$ cat config.mk
export PLATFORM = sky130hd
export DESIGN_NAME = bounded_unique_pair_table_core
export DESIGN_NICKNAME = d
export VERILOG_FILES = /design/src/hw/rtl/bupt_pkg.sv /design/src/hw/rtl/bounded_unique_pair_table_core.sv
export VERILOG_INCLUDE_DIRS = /design/src /design/src/hw/rtl
export SDC_FILE = /design/constraint.sdc
export NUM_CORES = 1
export LEC_CHECK = 0
export BUFFER_PORTS_ARGS = -buffer_cell sky130_fd_sc_hd__buf_2
export CAP_MARGIN = 30
export CORE_MARGIN = 4
export CORE_UTILIZATION = 55
export CTS_BUF_LIST = sky130_fd_sc_hd__clkbuf_16
export CTS_CLUSTER_SIZE = 16
export DETAILED_ROUTE_END_ITERATION = 7
export PLACE_DENSITY = 0.69
export SKIP_CTS_REPAIR_TIMING = 1
export SKIP_LAST_GASP = 1
export SLEW_MARGIN = 20
export SYNTH_ARGS = -nofsm -noshare
export SYNTH_HDL_FRONTEND = slang
export SYNTH_SLANG_ARGS = --single-unit
$ cat constraint.sdc
create_clock -name clk -period 9.57 [get_ports clk]
set_input_delay 0.4785 -clock clk [delete_from_list [all_inputs] [get_ports clk]]
set_output_delay 0.4785 -clock clk [all_outputs]
set_load 0.01 [all_outputs]
$ cat src/hw/rtl/bounded_unique_pair_table_core_defines.svh
// ----------------------------------------------------------------------------
// Bounded unique pair table: assertion macros
// Shared concurrent assertion forms, clocked and reset-gated.
// ----------------------------------------------------------------------------
`ifndef BOUNDED_UNIQUE_PAIR_TABLE_CORE_DEFINES_SVH
`define BOUNDED_UNIQUE_PAIR_TABLE_CORE_DEFINES_SVH

// same-cycle implication
`define BUPT_ASSERT_IMP(label, clk, rst_n, ante, cons, msg) \
    label: assert property (@(posedge clk) disable iff (!rst_n) (ante) |-> (cons)) \
        else $error(msg);

// next-cycle implication
`define BUPT_ASSERT_NXT(label, clk, rst_n, ante, cons, msg) \
    label: assert property (@(posedge clk) disable iff (!rst_n) (ante) |=> (cons)) \
        else $error(msg);

`endif

$ cat src/hw/rtl/bupt_pkg.sv
// ----------------------------------------------------------------------------
// bupt_pkg
// Sizes, codes and request/response types of the bounded unique pair table.
// ----------------------------------------------------------------------------
`default_nettype none

package bupt_pkg;

    localparam int MAX_ENTRIES  = 16;
    localparam int FIRST_WIDTH  = 32;
    localparam int SECOND_WIDTH = 32;

    localparam int PAIR_W = FIRST_WIDTH + SECOND_WIDTH;
    localparam int CNT_W  = $clog2(MAX_ENTRIES + 1);
    localparam int IDX_W  = (MAX_ENTRIES > 1) ? $clog2(MAX_ENTRIES) : 1;

    localparam int OP_W     = 2;
    localparam int VAL_W    = 32;
    localparam int POS_W    = 4;
    localparam int STATUS_W = 2;
    localparam int COUNT_W  = 5;

    localparam logic [OP_W-1:0] OP_ADD    = 2'd0;
    localparam logic [OP_W-1:0] OP_REMOVE = 2'd1;
    localparam logic [OP_W-1:0] OP_READ   = 2'd2;

    localparam logic [STATUS_W-1:0] ST_OK     = 2'd0;
    localparam logic [STATUS_W-1:0] ST_FULL   = 2'd1;
    localparam logic [STATUS_W-1:0] ST_DUP    = 2'd2;
    localparam logic [STATUS_W-1:0] ST_BADPOS = 2'd3;

    typedef struct packed {
        logic [OP_W-1:0]  op;
        logic [VAL_W-1:0] first_value;
        logic [VAL_W-1:0] second_value;
        logic [POS_W-1:0] position;
    } req_t;

    typedef struct packed {
        logic [STATUS_W-1:0] status;
        logic [COUNT_W-1:0]  entry_count;
        logic [VAL_W-1:0]    read_first;
        logic [VAL_W-1:0]    read_second;
    } rsp_t;

endpackage

`default_nettype wire

$ cat src/hw/rtl/bounded_unique_pair_table_core.sv
// Add scans the stored pairs for a duplicate, then appends; remove shifts later entries down;
//   read fetches the pair at the position; refused or unused operations go straight to the response.
// One request at a time; the next is accepted once the response is registered.
// Duplicate scan and remove shift run at one memory read per cycle.
// Reset clears the count and handshake state; the pair memory is not cleared.
// ----------------------------------------------------------------------------
// bounded_unique_pair_table_core
// Ordered table of unique pairs held in a one-port-read synchronous memory.
// ----------------------------------------------------------------------------
`default_nettype none

`include "bounded_unique_pair_table_core_defines.svh"

module bounded_unique_pair_table_core
    import bupt_pkg::*;
(
    input  wire logic clk,
    input  wire logic rst_n,
    input  wire logic req_valid,
    output logic      req_stall,
    input  wire req_t req,
    output logic      rsp_valid,
    input  wire logic rsp_stall,
    output rsp_t      rsp
);

    localparam logic [2:0] S_IDLE  = 3'd0;
    localparam logic [2:0] S_SCAN  = 3'd1;
    localparam logic [2:0] S_SHIFT = 3'd2;
    localparam logic [2:0] S_RDREQ = 3'd3;
    localparam logic [2:0] S_RDRSP = 3'd4;
    localparam logic [2:0] S_DONE  = 3'd5;

    logic [2:0]              state_reg, state_next;
    logic [CNT_W-1:0]        count_reg, count_next;
    logic [CNT_W-1:0]        idx_reg, idx_next;
    logic [IDX_W-1:0]        dst_reg, dst_next;
    logic                    rdv_reg, rdv_next;
    logic [OP_W-1:0]         op_reg, op_next;
    logic [PAIR_W-1:0]       pair_reg, pair_next;
    logic [POS_W-1:0]        pos_reg, pos_next;
    logic [STATUS_W-1:0]     status_reg, status_next;
    logic [FIRST_WIDTH-1:0]  rf_reg, rf_next;
    logic [SECOND_WIDTH-1:0] rs_reg, rs_next;
    logic                    rsp_valid_reg, rsp_valid_next;
    rsp_t                    rsp_reg, rsp_next;

    logic [PAIR_W-1:0]       mem [MAX_ENTRIES];
    logic [PAIR_W-1:0]       rd_data;
    logic                    mem_rd_en, mem_wr_en;
    logic [IDX_W-1:0]        mem_rd_addr, mem_wr_addr;
    logic [PAIR_W-1:0]       mem_wr_data;

    logic                    req_fire;
    logic                    badpos;
    logic                    rsp_free;

    assign req_stall = (state_reg != S_IDLE);
    assign req_fire  = req_valid && !req_stall;
    assign rsp_valid = rsp_valid_reg;
    assign rsp       = rsp_reg;
    assign rsp_free  = !rsp_valid_reg || !rsp_stall;
    assign badpos    = (CNT_W + POS_W)'(req.position) >= (CNT_W + POS_W)'(count_reg);

    always_ff @(posedge clk)
    begin
        if (mem_wr_en)
        begin
            mem[mem_wr_addr] <= mem_wr_data;
        end
        if (mem_rd_en)
        begin
            rd_data <= mem[mem_rd_addr];
        end
    end

    always_comb
    begin
        state_next     = state_reg;
        count_next     = count_reg;
        idx_next       = idx_reg;
        dst_next       = dst_reg;
        rdv_next       = 1'b0;
        op_next        = op_reg;
        pair_next      = pair_reg;
        pos_next       = pos_reg;
        status_next    = status_reg;
        rf_next        = rf_reg;
        rs_next        = rs_reg;
        rsp_valid_next = rsp_valid_reg && rsp_stall;
        rsp_next       = rsp_reg;
        mem_rd_en      = 1'b0;
        mem_rd_addr    = '0;
        mem_wr_en      = 1'b0;
        mem_wr_addr    = '0;
        mem_wr_data    = pair_reg;

        case (state_reg)
            S_IDLE:
            begin
                if (req_fire)
                begin
                    op_next     = req.op;
                    pair_next   = {FIRST_WIDTH'(req.first_value),
                                   SECOND_WIDTH'(req.second_value)};
                    pos_next    = req.position;
                    status_next = ST_OK;
                    rf_next     = '0;
                    rs_next     = '0;
                    case (req.op)
                        OP_ADD:
                        begin
                            if (count_reg >= CNT_W'(MAX_ENTRIES))
                            begin
                                status_next = ST_FULL;
                                state_next  = S_DONE;
                            end
                            else
                            begin
                                idx_next   = '0;
                                state_next = S_SCAN;
                            end
                        end
                        OP_REMOVE:
                        begin
                            if (badpos)
                            begin
                                status_next = ST_BADPOS;
                                state_next  = S_DONE;
                            end
                            else
                            begin
                                idx_next   = CNT_W'(req.position) + CNT_W'(1);
                                dst_next   = IDX_W'(req.position);
                                state_next = S_SHIFT;
                            end
                        end
                        OP_READ:
                        begin
                            if (badpos)
                            begin
                                status_next = ST_BADPOS;
                                state_next  = S_DONE;
                            end
                            else
                            begin
                                state_next = S_RDREQ;
                            end
                        end
                        default:
                        begin
                            state_next = S_DONE;
                        end
                    endcase
                end
            end
            S_SCAN:
            begin
                if (rdv_reg && (rd_data == pair_reg))
                begin
                    status_next = ST_DUP;
                    state_next  = S_DONE;
                end
                else if (idx_reg == count_reg)
                begin
                    mem_wr_en   = 1'b1;
                    mem_wr_addr = IDX_W'(count_reg);
                    count_next  = count_reg + CNT_W'(1);
                    state_next  = S_DONE;
                end
                else
                begin
                    mem_rd_en   = 1'b1;
                    mem_rd_addr = idx_reg[IDX_W-1:0];
                    idx_next    = idx_reg + CNT_W'(1);
                    rdv_next    = 1'b1;
                end
            end
            S_SHIFT:
            begin
                if (rdv_reg)
                begin
                    mem_wr_en   = 1'b1;
                    mem_wr_addr = dst_reg;
                    mem_wr_data = rd_data;
                    dst_next    = dst_reg + IDX_W'(1);
                end
                if (idx_reg < count_reg)
                begin
                    mem_rd_en   = 1'b1;
                    mem_rd_addr = idx_reg[IDX_W-1:0];
                    idx_next    = idx_reg + CNT_W'(1);
                    rdv_next    = 1'b1;
                end
                else if (!rdv_reg)
                begin
                    count_next = count_reg - CNT_W'(1);
                    state_next = S_DONE;
                end
            end
            S_RDREQ:
            begin
                mem_rd_en   = 1'b1;
                mem_rd_addr = IDX_W'(pos_reg);
                state_next  = S_RDRSP;
            end
            S_RDRSP:
            begin
                rf_next    = rd_data[PAIR_W-1:SECOND_WIDTH];
                rs_next    = rd_data[SECOND_WIDTH-1:0];
                state_next = S_DONE;
            end
            S_DONE:
            begin
                if (rsp_free)
                begin
                    rsp_next.status      = status_reg;
                    rsp_next.entry_count = COUNT_W'(count_reg);
                    rsp_next.read_first  = VAL_W'(rf_reg);
                    rsp_next.read_second = VAL_W'(rs_reg);
                    rsp_valid_next       = 1'b1;
                    state_next           = S_IDLE;
                end
            end
            default:
            begin
                state_next = S_IDLE;
            end
        endcase
    end

    always_ff @(posedge clk or negedge rst_n)
    begin
        if (!rst_n)
        begin
            state_reg     <= S_IDLE;
            count_reg     <= '0;
            idx_reg       <= '0;
            dst_reg       <= '0;
            rdv_reg       <= 1'b0;
            rsp_valid_reg <= 1'b0;
        end
        else
        begin
            state_reg     <= state_next;
            count_reg     <= count_next;
            idx_reg       <= idx_next;
            dst_reg       <= dst_next;
            rdv_reg       <= rdv_next;
            rsp_valid_reg <= rsp_valid_next;
        end
    end

    always_ff @(posedge clk)
    begin
        op_reg     <= op_next;
        pair_reg   <= pair_next;
        pos_reg    <= pos_next;
        status_reg <= status_next;
        rf_reg     <= rf_next;
        rs_reg     <= rs_next;
        rsp_reg    <= rsp_next;
    end

    `BUPT_ASSERT_IMP(a_count_bound, clk, rst_n, 1'b1,
        count_reg <= CNT_W'(MAX_ENTRIES), "count over max")
    `BUPT_ASSERT_NXT(a_busy_after_accept, clk, rst_n, req_fire,
        state_reg != S_IDLE, "not busy after accept")
    `BUPT_ASSERT_IMP(a_no_idle_write, clk, rst_n, mem_wr_en,
        (state_reg == S_SCAN) || (state_reg == S_SHIFT), "memory write outside scan or shift")
    `BUPT_ASSERT_NXT(a_count_step, clk, rst_n, 1'b1,
        (count_reg == $past(count_reg)) || (count_reg == $past(count_reg) + CNT_W'(1)) ||
        (count_reg == $past(count_reg) - CNT_W'(1)), "count jumped")
    `BUPT_ASSERT_NXT(a_rsp_issue, clk, rst_n, (state_reg == S_DONE) && rsp_free,
        rsp_valid_reg && (state_reg == S_IDLE), "response not issued")

endmodule

`default_nettype wire
[After elaboration in Yosys (flattened, before gate mapping)]
Memories as Yosys holds them, arrays and structs flattened. A register that Yosys moved wholly into a read port is not among the register bits.
Index checks and enable logic that the tools add are counted.
Storage, ports and cells
  output and inout bits: 73
  word-level logic and storage cells: 134
  flip-flop bits (word level): 224
  bits of input ports: 74
  RAM bits: 1024
  memories: 1
Memories
  mem: words 16, width 64, read ports 1, clocked after Yosys merged registers in 1, write ports 1, RTL line bounded_unique_pair_table_core.sv:48  | logic [PAIR_W-1:0] mem [MAX_ENTRIES];
Cells by class
  reductions and logical operators: 24
  equality and inequality tests: 25
  order comparisons: 3
  add/sub/neg operators: 5
  multiplexer cells: 61
Operators by type and width (number)
  64-bit 2-to-1 mux: 2
  32-bit case mux with 2 select lines: 2
  64-bit equality test: 1
  5-bit 2-to-1 mux: 10
  4-bit 2-to-1 mux: 10
  32-bit 2-to-1 mux: 1
  3-bit 2-to-1 mux: 9
  2-bit inequality test, second input constant: 11
  5-bit case mux with 2 select lines: 2
  3-bit case mux with 6 select lines: 1
  4-bit case mux with 2 select lines: 2
  5-bit case mux with 3 select lines: 1
  5-bit AND reduction: 3
  4-bit case mux with 3 select lines: 1
  1-bit 2-to-1 mux: 11
  5-bit by 1-bit adder with 5-bit output, second input constant: 2
  3-bit inequality test, second input constant: 3
  3-bit case mux with 3 select lines: 1
  2-bit case mux with 2 select lines: 2
  8-bit AND reduction: 1
  2-bit nonzero test: 4
  3-bit by 2-bit equality test with 1-bit output, second input constant: 2
  3-bit equality test, second input constant: 2
  2-bit 2-to-1 mux: 3
  other kinds (23): 31

[Depth between registers and ports, before layout]
  word-level depth: 6
  depth in mapped cells: 15
  gate-level depth less buffers: 11

[Worst setup path before layout]
Ideal clock, no wire load.
  kind: flip-flop to flip-flop
  start point: reg pair_reg[10]
  end point: mem mem[0][0] (netlist bit), enable pin
  data arrival time: 4.672 ns
  buffers on the path: 1
  data required time: 9.083 ns
  setup time: 0.487 ns
  setup slack: 4.411 ns
  cell stages (with the launch flop): 11
  cells stage by stage: edfxtp_1 -> nor2b_1 -> a2111o_1 -> nor4_1 -> o2111a_2 -> and3_1 -> buf_4 -> nor3_1 -> o21ai_0 -> o211ai_1 -> nor2_1
On the way
  cells in the longest elaborated chain, start to end: 6
RTL lines
  from (decl): RTL line bounded_unique_pair_table_core.sv:40  | logic [PAIR_W-1:0] pair_reg, pair_next;
  from (signal assigned): RTL line bounded_unique_pair_table_core.sv:257  | pair_reg <= pair_next;
  64-bit equality test (*): RTL line bounded_unique_pair_table_core.sv:159  | if (rdv_reg && (rd_data == pair_reg))
  1-bit logical AND (*): RTL line bounded_unique_pair_table_core.sv:159
  1-bit 2-to-1 mux: RTL line bounded_unique_pair_table_core.sv:159
  1-bit case mux with 2 select lines: RTL line bounded_unique_pair_table_core.sv:98  | case (state_reg)
  1-bit 2-to-1 mux: RTL line bounded_unique_pair_table_core.sv:67  | if (mem_wr_en)
  1-bit 2-to-1 mux (implied by the code): RTL line bounded_unique_pair_table_core.sv:69  | mem[mem_wr_addr] <= mem_wr_data;
  to (decl): RTL line bounded_unique_pair_table_core.sv:48
Every way passes the cells marked *; elsewhere a longest branch is shown, timed or not.

[Worst setup path in the final report]
  start point: reg rd_data[48] (read register of mem)
  end point: reg rd_data[22] (read register of mem), data pin
On the way
  cells in the longest elaborated chain, start to end: 4
RTL lines
  from (decl): RTL line bounded_unique_pair_table_core.sv:49  | logic [PAIR_W-1:0] rd_data;
  64-bit equality test (*): RTL line bounded_unique_pair_table_core.sv:159
  1-bit logical AND (*): RTL line bounded_unique_pair_table_core.sv:159
  4-bit 2-to-1 mux / 1-bit 2-to-1 mux (equally long branches): RTL line bounded_unique_pair_table_core.sv:159
  4-bit case mux with 3 select lines / 1-bit case mux with 3 select lines (equally long branches): RTL line bounded_unique_pair_table_core.sv:98
Marked as above.
A chain may end at the register's enable or synchronous reset.

==> key figures <==
Floorplanning
  – Row count: 110
  – Initial Util: 55.9%
  – IO Pins: 147
  – Die height: 311 um
  – Core Region: 90600 um^2
  – Total die area: 96900 um^2
  – Die W: 311 um

Final layout
  – Sequential Area: 39300 um^2
  – Area grow syn2layout: 14.6%
  – Largest register FFs: 1024
  – Nets@finish: 3132
  – Filler cells: 6174
  – Multi-input logic area: 10800 um^2
  – Most frequent cells in the layout: edfxtp_1 (1293), mux2i_1 (389), nand2_1 (196), o22ai_1 (195), buf_2 (148)
  – Layout cells sized above 1: 16.0%
  – Post-route cell area: 58000 um^2
  – Most common cell after layout, fill and taps aside: edfxtp_1

Clocking
  – Root Driver: clkbuf_16
  – Skew-Pair Late Insertion Delay: 0.74 ns
  – Reg clk slew, reported paths: 0.06 ns
  – H-tree depth: 4
  – TritonCTS clock tree: yes
  – Deepest clock path buffer count: 3
  – CTS sink count: 1312
  – Total CTS buffers: 132

Synthesis
  – Top FF cell, synth: edfxtp_1
  – Async S/R FF share, synth: 1.45%
  – Largest cells by area after synthesis: edfxtp_1 (77%), mux2i_1 (7.7%), mux4_2 (2.8%), o22ai_1 (2.4%), a2111o_1 (1.5%)
  – EDFF count, synth: 1293
  – Largest family of logic cells by synthesized area: multiplexers
  – Warnings, synthesis: 0
  – Area leader, netlist: edfxtp_1
  – Synth Instances: 2763
  – Synth Area in XOR/XNOR: 0.831%
  – Synthesized area per cell: 18.3 um^2
  – Synth Area in Compound Gates: 5.37%
  – Yosys cell types: 64
  – Area share of the largest cell type after synthesis: 76.8%
  – Syn Nets: 2857
  – Sequential area share after synthesis: 77.7%
  – Post-Synth Adder-Cell Area: 0.510%
  – Mux cell area share after synthesis: 10.5%
  – Post-synthesis sequential element count: 1312
  – Simple-Gate Fraction of Synth Area: 3.63%
  – Post-Synthesis Cell Area: 50600 um^2

STA
  – Slew headroom: 23.6%
  – Part of the cycle the worst path needs: 58.4%
  – Setup Skew: 0.0302 ns
  – Worst Slack Setup Final: 3.98 ns
  – Final Hold Vio Count: 0
  – Fin crit period: 5.59 ns
  – Hold Slack: 0.0307 ns
  – Achievable Freq: 0.179 GHz
  – Count of final setup violators: 0
  – Fin Setup TNS: 0 ns
  – Measured slew at the worst slew-check pin: 1.15 ns
  – Max-slew violations: 0
  – RSZ-0062 raised after global routing: false

Drt
  – Avg WL per Cell: 31.0 um
  – Antenna Nets Post-Route: 0
  – DRC viols: 0
  – Via Count: 27800
  – DR pass1 iterations: 5
  – Vias per cell: 6.42
  – Final wirelength: 134000 um
  – Initial DRC Count: 3708

Placement
  – IO Port Bufs: 146
  – Placed cell areas: 53000 um^2
  – Post-place setup slack: 3.87 ns
  – Gpl congestion: 0.844
  – HPWL after detailed placement: 72400 um

Pwr
  – Leakage power: 0.0190 uW
  – Max VDD drop: 0.000383 V
  – Cell area power density: 296 nW/um^2
  – PnR Total Power: 17200 uW

Min path
  – Worst hold path class: primary input to flop
  – Worst hold stages: 1

Setup path
  – CP dominant cell by count: and3_1
  – CP required: 10.04 ns
  – Startpoint Class: flop
  – Critical path peak fanout: 43
  – CP arrival: 6.06 ns
  – Crit end category: flop
  – CP max-delay cell: buf_4
  – CP cell instances: xnor2_1 -> nand4_1 -> nor4_1 -> and3_1 -> and3_1 -> o31a_1 -> a211o_2 -> buf_4 -> o22ai_1 -> a2111o_1
  – Worst reg-to-reg path cell count: 10
  – Slowest stage delay, CP: 0.81 ns
  – Crit Path Category: flop to flop

Run status
  – Run status: finished, final reports clean

Global route
  – Global route overflow: 0
  – Global-route wire length before repair: 191000 um
  – Initial antenna violation count: 4
  – Number of global-route vias before repair: 27200
  – Largest net degree at the start of global routing: 159
  – Total global-route track usage: 27.3%

Run
  – # Max-Cap Violations: 0
## metrics by stage
step,std cells,utilization [%]
3_5_place_dp,4015,58.5
6_report,4323,64.0
2_1_floorplan,2763,-
4_1_cts,4257,63.2
5_1_grt,4322,64.0
3_3_place_gp,4010,58.4
## area by class of cell
cell class / count / share of cell area, %
Clock buffer: 137 / 5.92
Multi-Input combinational cell: 1282 / 18.6
Timing Repair Buffer: 275 / 3.42
Tap cell: 1176 / 2.54
Clock inverter: 105 / 1.48
Inverter: 35 / 0.231
Sequential cell: 1312 / 67.8
Antenna cell: 1 / 0.00432
## critical path: cells and delay by family, from the launching register on
kind / cells / cell delay (ns)
AOI/OAI and AO/OA: 4 / 1.74
and+or+nand+nor: 4 / 1.48
buffers and inverters: 1 / 0.81
xor gates and xnor gates: 1 / 0.74
DFF: 1 / 0.44
## cells in the mapped netlist, drive strengths merged, types with 24 or more instances
master	number
clkbuf	86
nor2	41
nand2b	26
a21oi	24
buf	48
mux2i	389
a2111o	66
inv	35
edfxtp	1293
xnor2	36
o21ai	31
mux4	64
o22ai	195
nand2	198
and2	64
## power by group
group | switching, uW | internal (uW) | total, uW
sequential | 412 | 7430 | 7840
combinational | 2780 | 1460 | 4230
clock | 2130 | 2950 | 5080
## final timing paths
check	start	endpoint	slack, ns
min in group asynchronous	rst_n	state_reg[2]	0.23
setup reg to reg	rd_data[48]	rd_data[22]	3.98
hold / removal	req[44]	pair_reg[40]	0.03
hold reg to reg	rs_reg[8]	rsp[8]	0.39
setup / recovery	rd_data[48]	rd_data[22]	3.98
max in group asynchronous	rst_n	count_reg[2]	9.01
## per-layer routing
metal	vias to the layer above	share of wire [%]	track usage, %
li1	11600	-	-
met1	14400	40	38.7
met2	1582	47	43.1
met3	222	10	6.11
met4	2	2.8	8.05
met5	-	0.0090	0
## kinds of logic (layout without fill, tap and decap cells)
kind of cell	Yosys count	after routing
AO/OA/AOI/OAI	372	372
XOR/XNOR	48	48
adder cells (fa/ha/maj)	20	20
buffers and inverters	169	552
flip-flops	1312	1312
multiplexers	453	453
other	0	1
AND/OR/NAND/NOR	389	389
Power figures use the tool's default switching activity.
